--- src/design/spsl_pkg.sv ---
// ----------------------------------------------------------------------------
// Servo pulse slew limiter package
// Payload types, register indexes, reset values and widths.
// ----------------------------------------------------------------------------
`timescale 1ns / 1ps

package spsl_pkg;

    localparam int PULSE_BITS_DEF = 16;

    localparam int CFG_IDX_W  = 3;
    localparam int CFG_DATA_W = 16;

    localparam logic [CFG_IDX_W-1:0] CFG_MIN_PULSE     = 3'd0;
    localparam logic [CFG_IDX_W-1:0] CFG_PULSE_RANGE   = 3'd1;
    localparam logic [CFG_IDX_W-1:0] CFG_MAX_ANGLE     = 3'd2;
    localparam logic [CFG_IDX_W-1:0] CFG_STEP_PULSE    = 3'd3;
    localparam logic [CFG_IDX_W-1:0] CFG_UPDATE_PERIOD = 3'd4;
    localparam logic [CFG_IDX_W-1:0] CFG_SETTLE_TIME   = 3'd5;

    localparam logic [15:0] RST_MIN_PULSE     = 16'd500;
    localparam logic [15:0] RST_PULSE_RANGE   = 16'd2000;
    localparam logic [7:0]  RST_MAX_ANGLE     = 8'd180;
    localparam logic [15:0] RST_STEP_PULSE    = 16'd20;
    localparam logic [7:0]  RST_UPDATE_PERIOD = 8'd20;
    localparam logic [15:0] RST_SETTLE_TIME   = 16'd500;

    localparam int ANGLE_W  = 8;
    localparam int RANGE_W  = 16;
    localparam int PROD_W   = ANGLE_W + RANGE_W;
    localparam int PSUM_W   = PROD_W + 1;

    typedef struct packed {
        logic       ms_tick;
        logic       set_target;
        logic [7:0] angle;
    } t_in;

    typedef struct packed {
        logic [15:0] pulse;
        logic        at_target;
        logic        settled;
    } t_out;

endpackage

--- src/design/spsl_divider.sv ---
// ----------------------------------------------------------------------------
// Servo pulse slew limiter divider
// Restoring divider, one quotient bit per cycle, pulses done on the last bit.
// ----------------------------------------------------------------------------
`timescale 1ns / 1ps

module spsl_divider #(
    parameter int DIVIDEND_W = spsl_pkg::PROD_W,
    parameter int DIVISOR_W  = spsl_pkg::ANGLE_W
) (
    input  logic                  i_clk,
    input  logic                  i_rst_n,
    input  logic                  i_start,
    input  logic [DIVIDEND_W-1:0] i_dividend,
    input  logic [DIVISOR_W-1:0]  i_divisor,
    output logic                  o_done,
    output logic [DIVIDEND_W-1:0] o_quotient
);
    import spsl_pkg::*;

    localparam int CNT_W = $clog2(DIVIDEND_W + 1);

    logic                  r_busy;
    logic                  r_done;
    logic [CNT_W-1:0]      r_cnt;
    logic [DIVISOR_W-1:0]  r_div;
    logic [DIVISOR_W-1:0]  r_rem;
    logic [DIVIDEND_W-1:0] r_quo;

    logic [DIVISOR_W:0]    shifted;
    logic                  fits;
    logic [DIVISOR_W:0]    diff;

    always_comb begin
        shifted = {r_rem, r_quo[DIVIDEND_W-1]};
        fits    = shifted >= {1'b0, r_div};
        diff    = shifted - {1'b0, r_div};
    end

    always_ff @(posedge i_clk) begin
        if (!i_rst_n) begin
            r_busy <= 1'b0;
            r_done <= 1'b0;
            r_cnt  <= '0;
        end else begin
            r_done <= 1'b0;
            if (i_start) begin
                r_busy <= 1'b1;
                r_cnt  <= CNT_W'(DIVIDEND_W);
                r_div  <= i_divisor;
                r_rem  <= '0;
                r_quo  <= i_dividend;
            end else if (r_busy) begin
                r_rem <= fits ? diff[DIVISOR_W-1:0] : shifted[DIVISOR_W-1:0];
                r_quo <= {r_quo[DIVIDEND_W-2:0], fits};
                r_cnt <= r_cnt - CNT_W'(1);
                if (r_cnt == CNT_W'(1)) begin
                    r_busy <= 1'b0;
                    r_done <= 1'b1;
                end
            end
        end
    end

    assign o_done     = r_done;
    assign o_quotient = r_quo;

endmodule

--- src/design/servo_pulse_slew_limiter_core.sv ---
// ----------------------------------------------------------------------------
// Servo pulse slew limiter core
// Target conversion, update prescaler, slew step and settle timer.
// ----------------------------------------------------------------------------
// Input beats on i_in_data carry a millisecond tick, a set request and an
// angle; every input beat yields exactly one output beat on o_out_data with
// the current compare value, an at-target flag and the settled flag.
// o_in_stall is high from the accepted beat until its result is loaded into
// the output register, so one item is worked on at a time.
// Without a set the beat passes through S_TICK and S_OUT, and the next beat
// is taken once the state is back in S_IDLE.
// With a set the angle times pulse range product goes through the restoring
// divider in S_DIV, one quotient bit per cycle, before S_SET loads the new
// target and the beat goes on through S_TICK and S_OUT. A zero max angle
// skips the divider and goes from S_MUL straight to S_SET.
// The output register holds a beat while i_out_stall is high; the next input
// beat is still taken, and its result waits until the held beat is taken.
// Register writes on the cfg channel are always ready and take effect at once.
// Reset (synchronous, active low) loads the register defaults, sets current
// and target pulse to the default minimum pulse and clears the output valid.
// ----------------------------------------------------------------------------
`timescale 1ns / 1ps

module servo_pulse_slew_limiter_core #(
    parameter int PULSE_BITS = spsl_pkg::PULSE_BITS_DEF
) (
    input  logic                         i_clk,
    input  logic                         i_rst_n,
    input  logic                         i_in_valid,
    output logic                         o_in_stall,
    input  spsl_pkg::t_in                i_in_data,
    output logic                         o_out_valid,
    input  logic                         i_out_stall,
    output spsl_pkg::t_out               o_out_data,
    input  logic                         i_cfg_valid,
    output logic                         o_cfg_ready,
    input  logic [spsl_pkg::CFG_IDX_W-1:0]  i_cfg_index,
    input  logic [spsl_pkg::CFG_DATA_W-1:0] i_cfg_data
);
    import spsl_pkg::*;

    localparam int DW = (PULSE_BITS > 16) ? PULSE_BITS : 16;

    typedef enum logic [2:0] {
        S_IDLE, S_MUL, S_DIV, S_SET, S_TICK, S_OUT
    } t_state;

    t_state r_state;

    logic [15:0] r_min_pulse;
    logic [15:0] r_pulse_range;
    logic [7:0]  r_max_angle;
    logic [15:0] r_step_pulse;
    logic [7:0]  r_update_period;
    logic [15:0] r_settle_time;

    logic [PULSE_BITS-1:0] r_current;
    logic [PULSE_BITS-1:0] r_target;
    logic [7:0]            r_target_angle;
    logic [7:0]            r_update_count;
    logic [15:0]           r_settle_elapsed;

    logic       r_tick;
    logic [7:0] r_angle;
    logic       r_div_skip;
    logic       r_out_valid;
    t_out       r_out_data;

    logic                  in_accept;
    logic [7:0]            angle_clamped;
    logic [PROD_W-1:0]     product;
    logic                  div_start;
    logic                  div_done;
    logic [PROD_W-1:0]     div_quot;
    logic [PROD_W-1:0]     quot;
    logic [PSUM_W-1:0]     psum;
    logic                  psat;
    logic [PULSE_BITS-1:0] new_target;
    logic [7:0]            cnt_inc;
    logic                  do_upd;
    logic                  below;
    logic                  above;
    logic [PULSE_BITS-1:0] gap;
    logic [PULSE_BITS-1:0] step_p;
    logic                  big_gap;
    logic [PULSE_BITS-1:0] moved;
    logic [16:0]           settle_sum;
    logic [15:0]           settle_next;
    logic                  at_tgt;
    logic                  out_free;

    always_comb begin
        in_accept     = i_in_valid && !o_in_stall;
        angle_clamped = (i_in_data.angle > r_max_angle) ? r_max_angle : i_in_data.angle;
        product       = PROD_W'(r_angle) * PROD_W'(r_pulse_range);
        div_start     = (r_state == S_MUL) && (r_max_angle != 8'd0);
        quot          = r_div_skip ? '0 : div_quot;
        psum          = PSUM_W'(r_min_pulse) + PSUM_W'(quot);
        psat          = (PSUM_W > PULSE_BITS) && ((psum >> PULSE_BITS) != '0);
        new_target    = psat ? '1 : PULSE_BITS'(psum);
        cnt_inc       = r_update_count + 8'd1;
        do_upd        = cnt_inc >= r_update_period;
        below         = r_current < r_target;
        above         = r_current > r_target;
        gap           = below ? (r_target - r_current) : (r_current - r_target);
        step_p        = PULSE_BITS'(r_step_pulse);
        big_gap       = (r_step_pulse != 16'd0) && (DW'(gap) > DW'(r_step_pulse));
        moved         = big_gap ? (below ? r_current + step_p : r_current - step_p)
                                : r_target;
        settle_sum    = {1'b0, r_settle_elapsed} + 17'(r_update_period);
        settle_next   = (settle_sum > {1'b0, r_settle_time}) ? r_settle_time
                                                              : settle_sum[15:0];
        at_tgt        = r_current == r_target;
        out_free      = !(r_out_valid && i_out_stall);
    end

    spsl_divider #(
        .DIVIDEND_W (PROD_W),
        .DIVISOR_W  (ANGLE_W)
    ) u_div (
        .i_clk      (i_clk),
        .i_rst_n    (i_rst_n),
        .i_start    (div_start),
        .i_dividend (product),
        .i_divisor  (r_max_angle),
        .o_done     (div_done),
        .o_quotient (div_quot)
    );

    always_ff @(posedge i_clk) begin
        if (!i_rst_n) begin
            r_state          <= S_IDLE;
            r_min_pulse      <= RST_MIN_PULSE;
            r_pulse_range    <= RST_PULSE_RANGE;
            r_max_angle      <= RST_MAX_ANGLE;
            r_step_pulse     <= RST_STEP_PULSE;
            r_update_period  <= RST_UPDATE_PERIOD;
            r_settle_time    <= RST_SETTLE_TIME;
            r_current        <= PULSE_BITS'(RST_MIN_PULSE);
            r_target         <= PULSE_BITS'(RST_MIN_PULSE);
            r_target_angle   <= 8'd0;
            r_update_count   <= 8'd0;
            r_settle_elapsed <= RST_SETTLE_TIME;
            r_div_skip       <= 1'b0;
            r_out_valid      <= 1'b0;
        end else begin
            if (i_cfg_valid) begin
                case (i_cfg_index)
                    CFG_MIN_PULSE:     r_min_pulse     <= i_cfg_data;
                    CFG_PULSE_RANGE:   r_pulse_range   <= i_cfg_data;
                    CFG_MAX_ANGLE:     r_max_angle     <= i_cfg_data[7:0];
                    CFG_STEP_PULSE:    r_step_pulse    <= i_cfg_data;
                    CFG_UPDATE_PERIOD: r_update_period <= i_cfg_data[7:0];
                    CFG_SETTLE_TIME:   r_settle_time   <= i_cfg_data;
                    default: ;
                endcase
            end

            if (r_out_valid && !i_out_stall && r_state != S_OUT) begin
                r_out_valid <= 1'b0;
            end

            case (r_state)
                S_IDLE: begin
                    if (in_accept) begin
                        r_tick  <= i_in_data.ms_tick;
                        r_angle <= angle_clamped;
                        r_state <= i_in_data.set_target ? S_MUL : S_TICK;
                    end
                end
                S_MUL: begin
                    r_div_skip <= r_max_angle == 8'd0;
                    r_state    <= (r_max_angle == 8'd0) ? S_SET : S_DIV;
                end
                S_DIV: begin
                    if (div_done) begin
                        r_state <= S_SET;
                    end
                end
                S_SET: begin
                    if (!(r_target_angle == r_angle && r_target == new_target)) begin
                        r_target         <= new_target;
                        r_target_angle   <= r_angle;
                        r_settle_elapsed <= 16'd0;
                    end
                    r_state <= S_TICK;
                end
                S_TICK: begin
                    if (r_tick) begin
                        r_update_count <= do_upd ? 8'd0 : cnt_inc;
                        if (do_upd) begin
                            if (below || above) begin
                                r_current        <= moved;
                                r_settle_elapsed <= 16'd0;
                            end else if (r_settle_elapsed < r_settle_time) begin
                                r_settle_elapsed <= settle_next;
                            end
                        end
                    end
                    r_state <= S_OUT;
                end
                S_OUT: begin
                    if (out_free) begin
                        r_out_valid          <= 1'b1;
                        r_out_data.pulse     <= 16'(r_current);
                        r_out_data.at_target <= at_tgt;
                        r_out_data.settled   <= (r_target_angle == r_angle) && at_tgt &&
                                                (r_settle_elapsed >= r_settle_time);
                        r_state              <= S_IDLE;
                    end
                end
                default: r_state <= S_IDLE;
            endcase
        end
    end

    assign o_in_stall  = r_state != S_IDLE;
    assign o_out_valid = r_out_valid;
    assign o_out_data  = r_out_data;
    assign o_cfg_ready = 1'b1;

endmodule

--- config.mk ---
export PLATFORM = sky130hd
export DESIGN_NAME = servo_pulse_slew_limiter_core
export DESIGN_NICKNAME = d
export VERILOG_FILES = /design/src/design/spsl_pkg.sv /design/src/design/spsl_divider.sv /design/src/design/servo_pulse_slew_limiter_core.sv
export SDC_FILE = /design/constraint.sdc
export NUM_CORES = 1
export LEC_CHECK = 0
export BUFFER_PORTS_ARGS = -buffer_cell sky130_fd_sc_hd__clkbuf_2
export CAP_MARGIN = 20
export CELL_PAD_IN_SITES_DETAIL_PLACEMENT = 1
export CELL_PAD_IN_SITES_GLOBAL_PLACEMENT = 1
export CORE_UTILIZATION = 46
export CTS_BUF_LIST = sky130_fd_sc_hd__clkbuf_8
export DETAILED_ROUTE_END_ITERATION = 10
export PLACE_DENSITY_LB_ADDON = 0.1
export REMOVE_ABC_BUFFERS = 1
export SLEW_MARGIN = 20
export SYNTH_ARGS = -nofsm -noshare
export SYNTH_HDL_FRONTEND = slang
export SYNTH_HIERARCHICAL = 1
export SYNTH_SLANG_ARGS = --single-unit
--- constraint.sdc ---
create_clock -name i_clk -period 5.29 [get_ports i_clk]
set_input_delay 0.529 -clock i_clk [delete_from_list [all_inputs] [get_ports i_clk]]
set_output_delay 0.529 -clock i_clk [all_outputs]
set_load 0.1 [all_outputs]
# Yosys cells after proc, flatten, opt, wreduce, memory -nomap -nowiden
# Cells that the tools add are included.
# W data, S select, Z words.
# word_totals
elab_cells	142
input_bits	34
register_bits	223
# op_classes
mul	1
n_addsub	9
n_eq_ne	22
reduce_logical	38
bitwise	4
magnitude_cmp	9
n_mux	33
# op_table
operator	n
$mux W16	10
$mux W24	3
$sub A16 B16 Y16	3
$eq A16 B16 Y1	2
$gt A16 B16 Y1	2
$lt A16 B16 Y1	2
$mux W8	4
$pmux W16 S2	1
$add A16 B24 Y25	1
$reduce_bool A25 Y1	1
$mul A8 B16 Y24	1
$reduce_and A2 Y1	10
$pmux W3 S6	1
$add A16 B8 Y17	1
$gt A17 B16 Y1	1
$add A16 B16 Y16	1
$ge A16 B16 Y1	1
$reduce_bool A16 Y1	1
$eq A3 B2 Y1 const B	4
$eq A3 B3 Y1 const B	4
$mux W3	4
$mux W5	2
$ne A2 B2 Y1 const B	5
$ge A9 B8 Y1	1
other kinds (25)	50

# Depth between registers and ports, before layout
# Gate-level depths: netlist (run 1).
# logic_depth
depth_word	8
depth_mapped	28

# By module
# The synthesis (run 1) kept the hierarchy.
# by_module_without_submodules
module	seq_area_each_um2	area_each_um2	cells_per_inst	n_inst
servo_pulse_slew_limiter_core	3793.6	17266.6	2147	1
spsl_divider	1341.3	2397.3	178	1

# Least setup slack after synthesis (run 1)
# Ideal clock, no wire load.
# synth_path
kind	register to register
from	register r_current[0]
to	register r_current[7]
slack_ps	-388
path_stages_with_launch	28
required_ps	5149
path_buffers	4
t_arrival_ps	5537
synth_period_minus_slack_ps	5678
cell_sequence	dfxtp_1 -> inv_1 -> ha_1 -> inv_1 -> fa_1 -> a21o_1 -> a21o_1 -> a21o_1 -> a21oi_1 -> o21ai_0 -> a21oi_1 -> clkbuf_1 -> clkbuf_1 -> buf_1 -> mux2i_1 -> xnor2_1 -> ha_1 -> a21o_1 -> a21oi_1 -> o21ai_0 -> a21o_1 -> a21o_1 -> a21oi_1 -> o21ai_0 -> a21oi_1 -> clkbuf_1 -> mux2i_1 -> o211ai_1
# synth_via
elab_chain_cells	5
# synth_rtl
element	line_no	source
start: declaration	servo_pulse_slew_limiter_core.sv:57	logic [PULSE_BITS-1:0] r_current;
start signal: assignment	servo_pulse_slew_limiter_core.sv:139	r_current <= PULSE_BITS'(RST_MIN_PULSE);
start signal: assignment	servo_pulse_slew_limiter_core.sv:193	r_current <= moved;
$sub A16 B16 Y16 or $lt A16 B16 Y1 (tied branches)	servo_pulse_slew_limiter_core.sv:105, servo_pulse_slew_limiter_core.sv:103	
$mux W16	servo_pulse_slew_limiter_core.sv:105	gap = below ? (r_target - r_current) : (r_current - r_target);
$gt A16 B16 Y1	servo_pulse_slew_limiter_core.sv:107	big_gap = (r_step_pulse != 16'd0) && (DW'(gap) > DW'(r_step_pulse));
$logic_and A1 B1 Y1	servo_pulse_slew_limiter_core.sv:107	
$mux W16	servo_pulse_slew_limiter_core.sv:108	moved = big_gap ? (below ? r_current + step_p : r_current - step_p)
# Several ways; a longest one is shown, not always the timed one.
# A chain may end at the register's enable or synchronous reset.

# Final worst setup path (run 1)
# layout_path
from	register r_angle[2]
to	register u_div.r_quo[13], in the netlist u_div/o_quotient[13], data pin
# layout_via
elab_chain_cells	2
# layout_rtl
element	line_no	source
start: declaration	servo_pulse_slew_limiter_core.sv:64	logic [7:0] r_angle;
start signal: assignment	servo_pulse_slew_limiter_core.sv:167	r_angle <= angle_clamped;
$mul A8 B16 Y24	servo_pulse_slew_limiter_core.sv:95	product = PROD_W'(r_angle) * PROD_W'(r_pulse_range);
net product[13]	servo_pulse_slew_limiter_core.sv:71	logic [PROD_W-1:0] product;
$mux W24	spsl_divider.sv:47	if (i_start) begin
end signal: assignment	spsl_divider.sv:52	r_quo <= i_dividend;
end signal: assignment	spsl_divider.sv:55	r_quo <= {r_quo[DIVIDEND_W-2:0], fits};
end: declaration	spsl_divider.sv:28	logic [DIVIDEND_W-1:0] r_quo;
# The timed path passes the listed nets, and every way through them passes these cells.

==> reports/qor.yml, run 1 <==
status: "finished clean"
routed_wl_mm: 62.2
crit_type: "reg -> reg"
synth_top_area_share_pct: 15.9
synth.area.mux_share_pct: 3.61
cts_buffer_depth: 3
power_leakage_nw: 9.80
ctsHoldBuffers: 0
slew_viol_final: 0
crit_fanout: 5
synthXorXnorAreaFrac_pct: 5.24
ys_top_cells_by_count: "nand2_1, inv_1, ha_1, a21oi_1, dfxtp_1"
worstSetupStartpointType: "register"
syn_to_final_growth_pct: 14.1
die_height_um: 209
reg2reg_slack_ns: 0.12
min_period_ns: 5.17
setup_viol: 0
cap_violations: 0
cts_tree: "done"
cts.sinks: 223
place.gp.congestion: 0.889
power.density_nw_per_um2: 348
ant_nets: 0
n_antenna_cell: 0
synth.avg_cell_area_sq_um: 8.46
ys.flop_type: "dfxtp_1"
fin_total_pwr_mw: 7.81
core_area_sq_um: 42000
synthCells: 2325
io_buffers: 53
required_ns: 5.65
dp_hpwl_mm: 47.7
fin_crit_sh_pct: 97.8
antenna_found_initial: 1
cp.arrival_ns: 5.54
cts_buffers: 45
num_rows: 75
min-delay-path-class: "in -> reg"
drc: 0
synth_top_family_by_area: "adder cells"
drtIter0Drc: 915
grt-ovfl-total: 0
grt_pass1_wl_mm: 99.6
synth-compound-area-share_pct: 17.9
endpoint_kind: "register"
synthAdderAreaFrac_pct: 21.3
htree_num_levels: 2
synth_top_area_cell: "dfxtp_1"
ys_ff_latch: 223
drt_pre_antenna_iters: 5
worst_clock_skew_ns: 0.0276
grt_pass1_vias: 18500
layout.cells.non_filler: 3006
viasPerCell: 5.84
rsz0062_at_grt: "yes"
critPathSlowestCell: "fa_1"
fin_ws_ns: 0.117
finalHoldViolCount: 0
synth.most_common_cell: "nand2_1"
ios: 55
cp_slowest_stage_delay_ns: 0.53
max_slew.worst_pin.slew_ns: 1.01
synth_async_sr_flop_share_pct: 0
synth_top_cells_by_area: "dfxtp_1, ha_1, edfxtp_1"
vias: 17600
cts.clk_slew.worst_paths_ns: 0.06
drt-wirelength-per-cell_um: 20.7
start_util_pct: 46.8
nets: 2746
place_inst: 2892
grt_usage_pct: 28.6
die_w_um: 209
grt_max_degree: 59
relSlewSlack_pct: 32.3
max_freq_ghz: 0.193
insertion_delay_ns: 0.63
peakVddDrop_mv: 0.287
synth_area_sq_um: 19700
yosys.area_share.simple_pct: 19.3
fin_tns_setup_ns: 0
synth_cell_types: 96
crit_path_frequent_cell: "buf_4"
ys_seq_area_share_pct: 26.1
ys_warn_count: 6
synth_edf_count: 67
place_ws_ns: -0.170
clk_root_buffer_cell: "clkbuf_8"
layout-drive-gt1-share_pct: 15.5
dieArea_sq_um: 43600
hold_ws_ns: 0.0843
-- final timing paths --
path                       start              endpoint  depth (start not counted)
setup / recovery      r_angle[2]  u_div/o_quotient[13]                         26
hold / removal      i_in_data[9]                r_tick                          1
setup reg to reg      r_angle[2]  u_div/o_quotient[13]                         26
hold reg to reg   r_max_angle[5]        u_div/r_div[5]                          0
-- metrics by stage --
stage / area, sq um / utilization (%)
after global routing: 22400 / 53.4
after floorplan: 19200 / -
final: 22400 / 53.4
after global placement: 20900 / 49.7
after CTS: 22000 / 52.3
after detailed placement: 20900 / 49.7
-- repair_timing --
item                                    4_1_cts  5_1_grt
gates cloned                                  1        0
hold endpoints to repair                      0        0
endpoints found under the setup margin       17       25
pin swaps                                     7       56
gates resized for setup                      21       75
buffers inserted                             12       19
-- state kept, by name, indices dropped and copies added, names as in the netlist, 3 cells and up --
| signal | cells |
|---|---|
| o_out_data | 18 |
| u_div/r_div | 8 |
| r_current | 16 |
| r_update_period | 8 |
| r_settle_elapsed | 16 |
| r_target_angle | 8 |
| r_max_angle | 8 |
| r_pulse_range | 16 |
| r_update_count | 8 |
| r_target | 16 |
| u_div/o_quotient | 24 |
| r_angle | 8 |
| r_state | 3 |
| r_min_pulse | 16 |
| u_div/r_cnt | 5 |
| u_div/r_rem | 8 |
| r_step_pulse | 16 |
| r_settle_time | 16 |
-- cell type report --
class / instances / area (sq um)
flip-flops and latches: 223 / 5140
clock buffers: 51 / 702
multi-input cells: 1772 / 13600
inverters: 212 / 797
fillers: 4994 / 19600
well taps: 539 / 674
repair buffers: 178 / 1330
clock inverters: 31 / 200
-- power breakdown --
part           switching (mW)  internal, mW
clock network           0.826         0.988
registers              0.0912          1.88
logic                    2.18          1.85
-- cell families after synthesis --
logic type / Yosys count
AOI/OAI and AO/OA: 521
xor gates and xnor gates: 116
adders and majority gates: 280
buffers and inverters: 330
DFF: 223
muxes: 66
other: 1
and+or+nand+nor: 788
-- layout by cell type (no fill, tap or decap), drive strengths merged, types with 34 or more instances in the layout --
master | synthesis | layout
mux2 | 39 | 39
edfxtp | 67 | 67
o211ai | 34 | 34
nand3 | 61 | 61
clkbuf | 87 | 103
a21o | 37 | 37
xnor2 | 88 | 88
nor2 | 98 | 98
and2 | 65 | 65
ha | 190 | 190
o21ai | 89 | 89
inv | 212 | 232
nor2b | 39 | 39
nand2 | 357 | 357
nand4 | 36 | 36
dfxtp | 156 | 156
fa | 90 | 90
a21oi | 172 | 172
buf | 31 | 125
-- worst max-delay path, delay by kind of cell, from the launching register on --
| kind | cells | cell delay (ns) |
|---|---|---|
| AO/OA/AOI/OAI | 6 | 1.10 |
| flip-flops | 1 | 0.40 |
| multiplexers | 1 | 0.26 |
| AND/OR/NAND/NOR | 3 | 0.36 |
| adder cells (fa/ha/maj) | 5 | 1.71 |
| buffers and inverters | 11 | 1.07 |
-- routing by layer --
| layer | vias up | global-route usage, % | wire length, um |
|---|---|---|---|
| li1 | 8326 | - | - |
| met1 | 8723 | 37.4 | 28100 |
| met2 | 389 | 48.2 | 29300 |
| met3 | 126 | 3.95 | 2690 |
| met4 | 2 | 10.2 | 2110 |
| met5 | - | 0 | 13 |
(Power assumes the default switching activity.)
==> run 2: changes to the inputs <==
- CORE_MARGIN: default -> 5
==> run 2 against run 1 <==
  * Hold slack improved by 0.0011 ns
  * Setup slack got worse by 0.021 ns
  * Fmax shrank 0.40%
  * Utilization decreased by 0.15 points
  * Highest routed layer is now met4
  * Total power shrank 0.54%
  * Sequential share of layout area about the same
  * Register-to-register slack worse by 0.02 ns
  * Clock-buffer cell count is 1 lower
  * Flip-flop and latch count is the same
  * Clock power is 4% lower
  * Cell count decreased by 0.27%
  * First-iteration DRC count rose by 3.0%
==> reports/qor.yml, run 2 (synthesis gave the netlist of run 1 again) <==
grt-ovfl-total: 0
final_common_cell: "nand2_1"
worstSetupEndpoint: "r_current[3]"
status: "finished clean"
min_period_ns: 5.19
worst-path-buf-inv: 5
cp.arrival_ns: 5.73
place.gp.congestion: 0.914
dieArea_sq_um: 47000
crit_path_frequent_cell: "a21o_1"
r2r_start: "r_current[0]"
ant_nets: 0
endpoint_kind: "register"
slew_viol_final: 0
htree_num_levels: 2
crit_fanout: 7
rr_endpoint: "r_current[3]"
drt_pre_antenna_iters: 5
worst_clock_skew_ns: 0.0499
max_freq_ghz: 0.193
required_ns: 5.83
die_w_um: 217
cts.sinks: 223
critPathSlowestCell: "or3b_2"
grt_usage_pct: 26.0
finalHoldViolCount: 0
vias: 17500
rsz0062_at_grt: "yes"
startpoint: "r_current[0]"
ios: 55
setup_viol: 0
crit_cells: 25
drc: 0
io_buffers: 53
cts_tree: "done"
grt_pass1_vias: 18500
nets: 2739
num_rows: 75
insertion_delay_ns: 0.62
placed_cell_area_sq_um: 20800
stdcell_area_sq_um: 22400
cts_buffer_depth: 3
grt_max_degree: 51
clk_root_buffer_cell: "clkbuf_8"
dp_hpwl_mm: 47.7
cap_violations: 0
cts.clk_slew.worst_paths_ns: 0.07
cpLargestDelayFamily: "compound AO/OA/AOI/OAI gates"
antenna_found_initial: 0
worstSetupStartpointType: "register"
max_slew.worst_pin.slew_ns: 1.10
drt-wirelength-per-cell_um: 21.0
routed_wl_mm: 62.9
grt_pass1_wl_mm: 99.6
r2r_cells: 25
fin_crit_sh_pct: 98.2
final_cell_mix: "nand2_1, inv_1, ha_1"
fin_tns_setup_ns: 0
min-delay-path-class: "in -> reg"
start_util_pct: 46.7
cp_slowest_stage_delay_ns: 0.44
viasPerCell: 5.83
reg2reg_slack_ns: 0.1
syn_to_final_growth_pct: 14.0
cts_buffers: 42
die_height_um: 217
hold_ws_ns: 0.0854
power.density_nw_per_um2: 347
peakVddDrop_mv: 0.282
drtIter0Drc: 942
core_area_sq_um: 42100
power_leakage_nw: 9.76
crit_type: "reg -> reg"
relSlewSlack_pct: 26.4
layout-drive-gt1-share_pct: 15.7
largest_register_ffs: 24
[run 2: cell types whose count changed in the layout (fill, tap and decap cells not counted), sizes merged, moves of 2 or more]
cell    before  now
buf        125  119
inv        232  230
clkbuf     103  105
clkinv       9    7
[run 2: cell type report]
type                            instances  area (sq um)
Clock buffer                           50           688
Tap cell                              539           674
Multi-Input combinational cell       1772         13600
Fill cell                            5018         19700
Inverter                              212           797
Timing Repair Buffer                  174          1320
Clock inverter                         27           156
Sequential cell                       223          5140
Antenna cell                            1          2.50
[run 2: layer usage]
metal / share of wire (%) / GRT usage [%] / up-vias
li1: - / - / 8305
met5: 0 / 0 / -
met3: 4.0 / 3.65 / 113
met1: 46 / 34.7 / 8725
met2: 47 / 43.9 / 350
met4: 3.0 / 8.01 / 0
[run 2: worst min path at each step]
stage,endpoint,startpoint,depth (start not counted)
global placement,u_div/r_div[5],r_max_angle[5],0
floorplan,u_div/r_div[4],r_max_angle[4],0
global route,r_tick,i_in_data[9],1
detailed placement,u_div/r_div[5],r_max_angle[5],0
finish,r_tick,i_in_data[9],1
CTS,r_tick,i_in_data[9],1
[run 2: power breakdown]
group          total, mW  leakage, nW  internal [mW]  switching [mW]
registers           1.97         1.87           1.88          0.0912
logic               4.06         7.38           1.86            2.20
clock network       1.74        0.500          0.916           0.825
total               7.77         9.76           4.66            3.11
[run 2: repair_timing]
action,in CTS,in global routing
setup buffers,2,28
hold buffers,0,0
gates resized for setup,22,82
gates cloned,0,3
pin swaps,7,62
setup endpoints to repair,20,20
[run 2: per-stage QoR]
stage               instances  setup WS, ns  util [%]  total power, mW
CTS                      2966       0.00359      51.6             7.24
global route             2997        -0.106      53.2             8.28
detailed placement       2887        -0.213      49.5             5.41
finish                   2998        0.0959      53.2             7.77
floorplan                2207         -1.90         -             4.38
global placement         2887       -0.0180      49.5             5.30
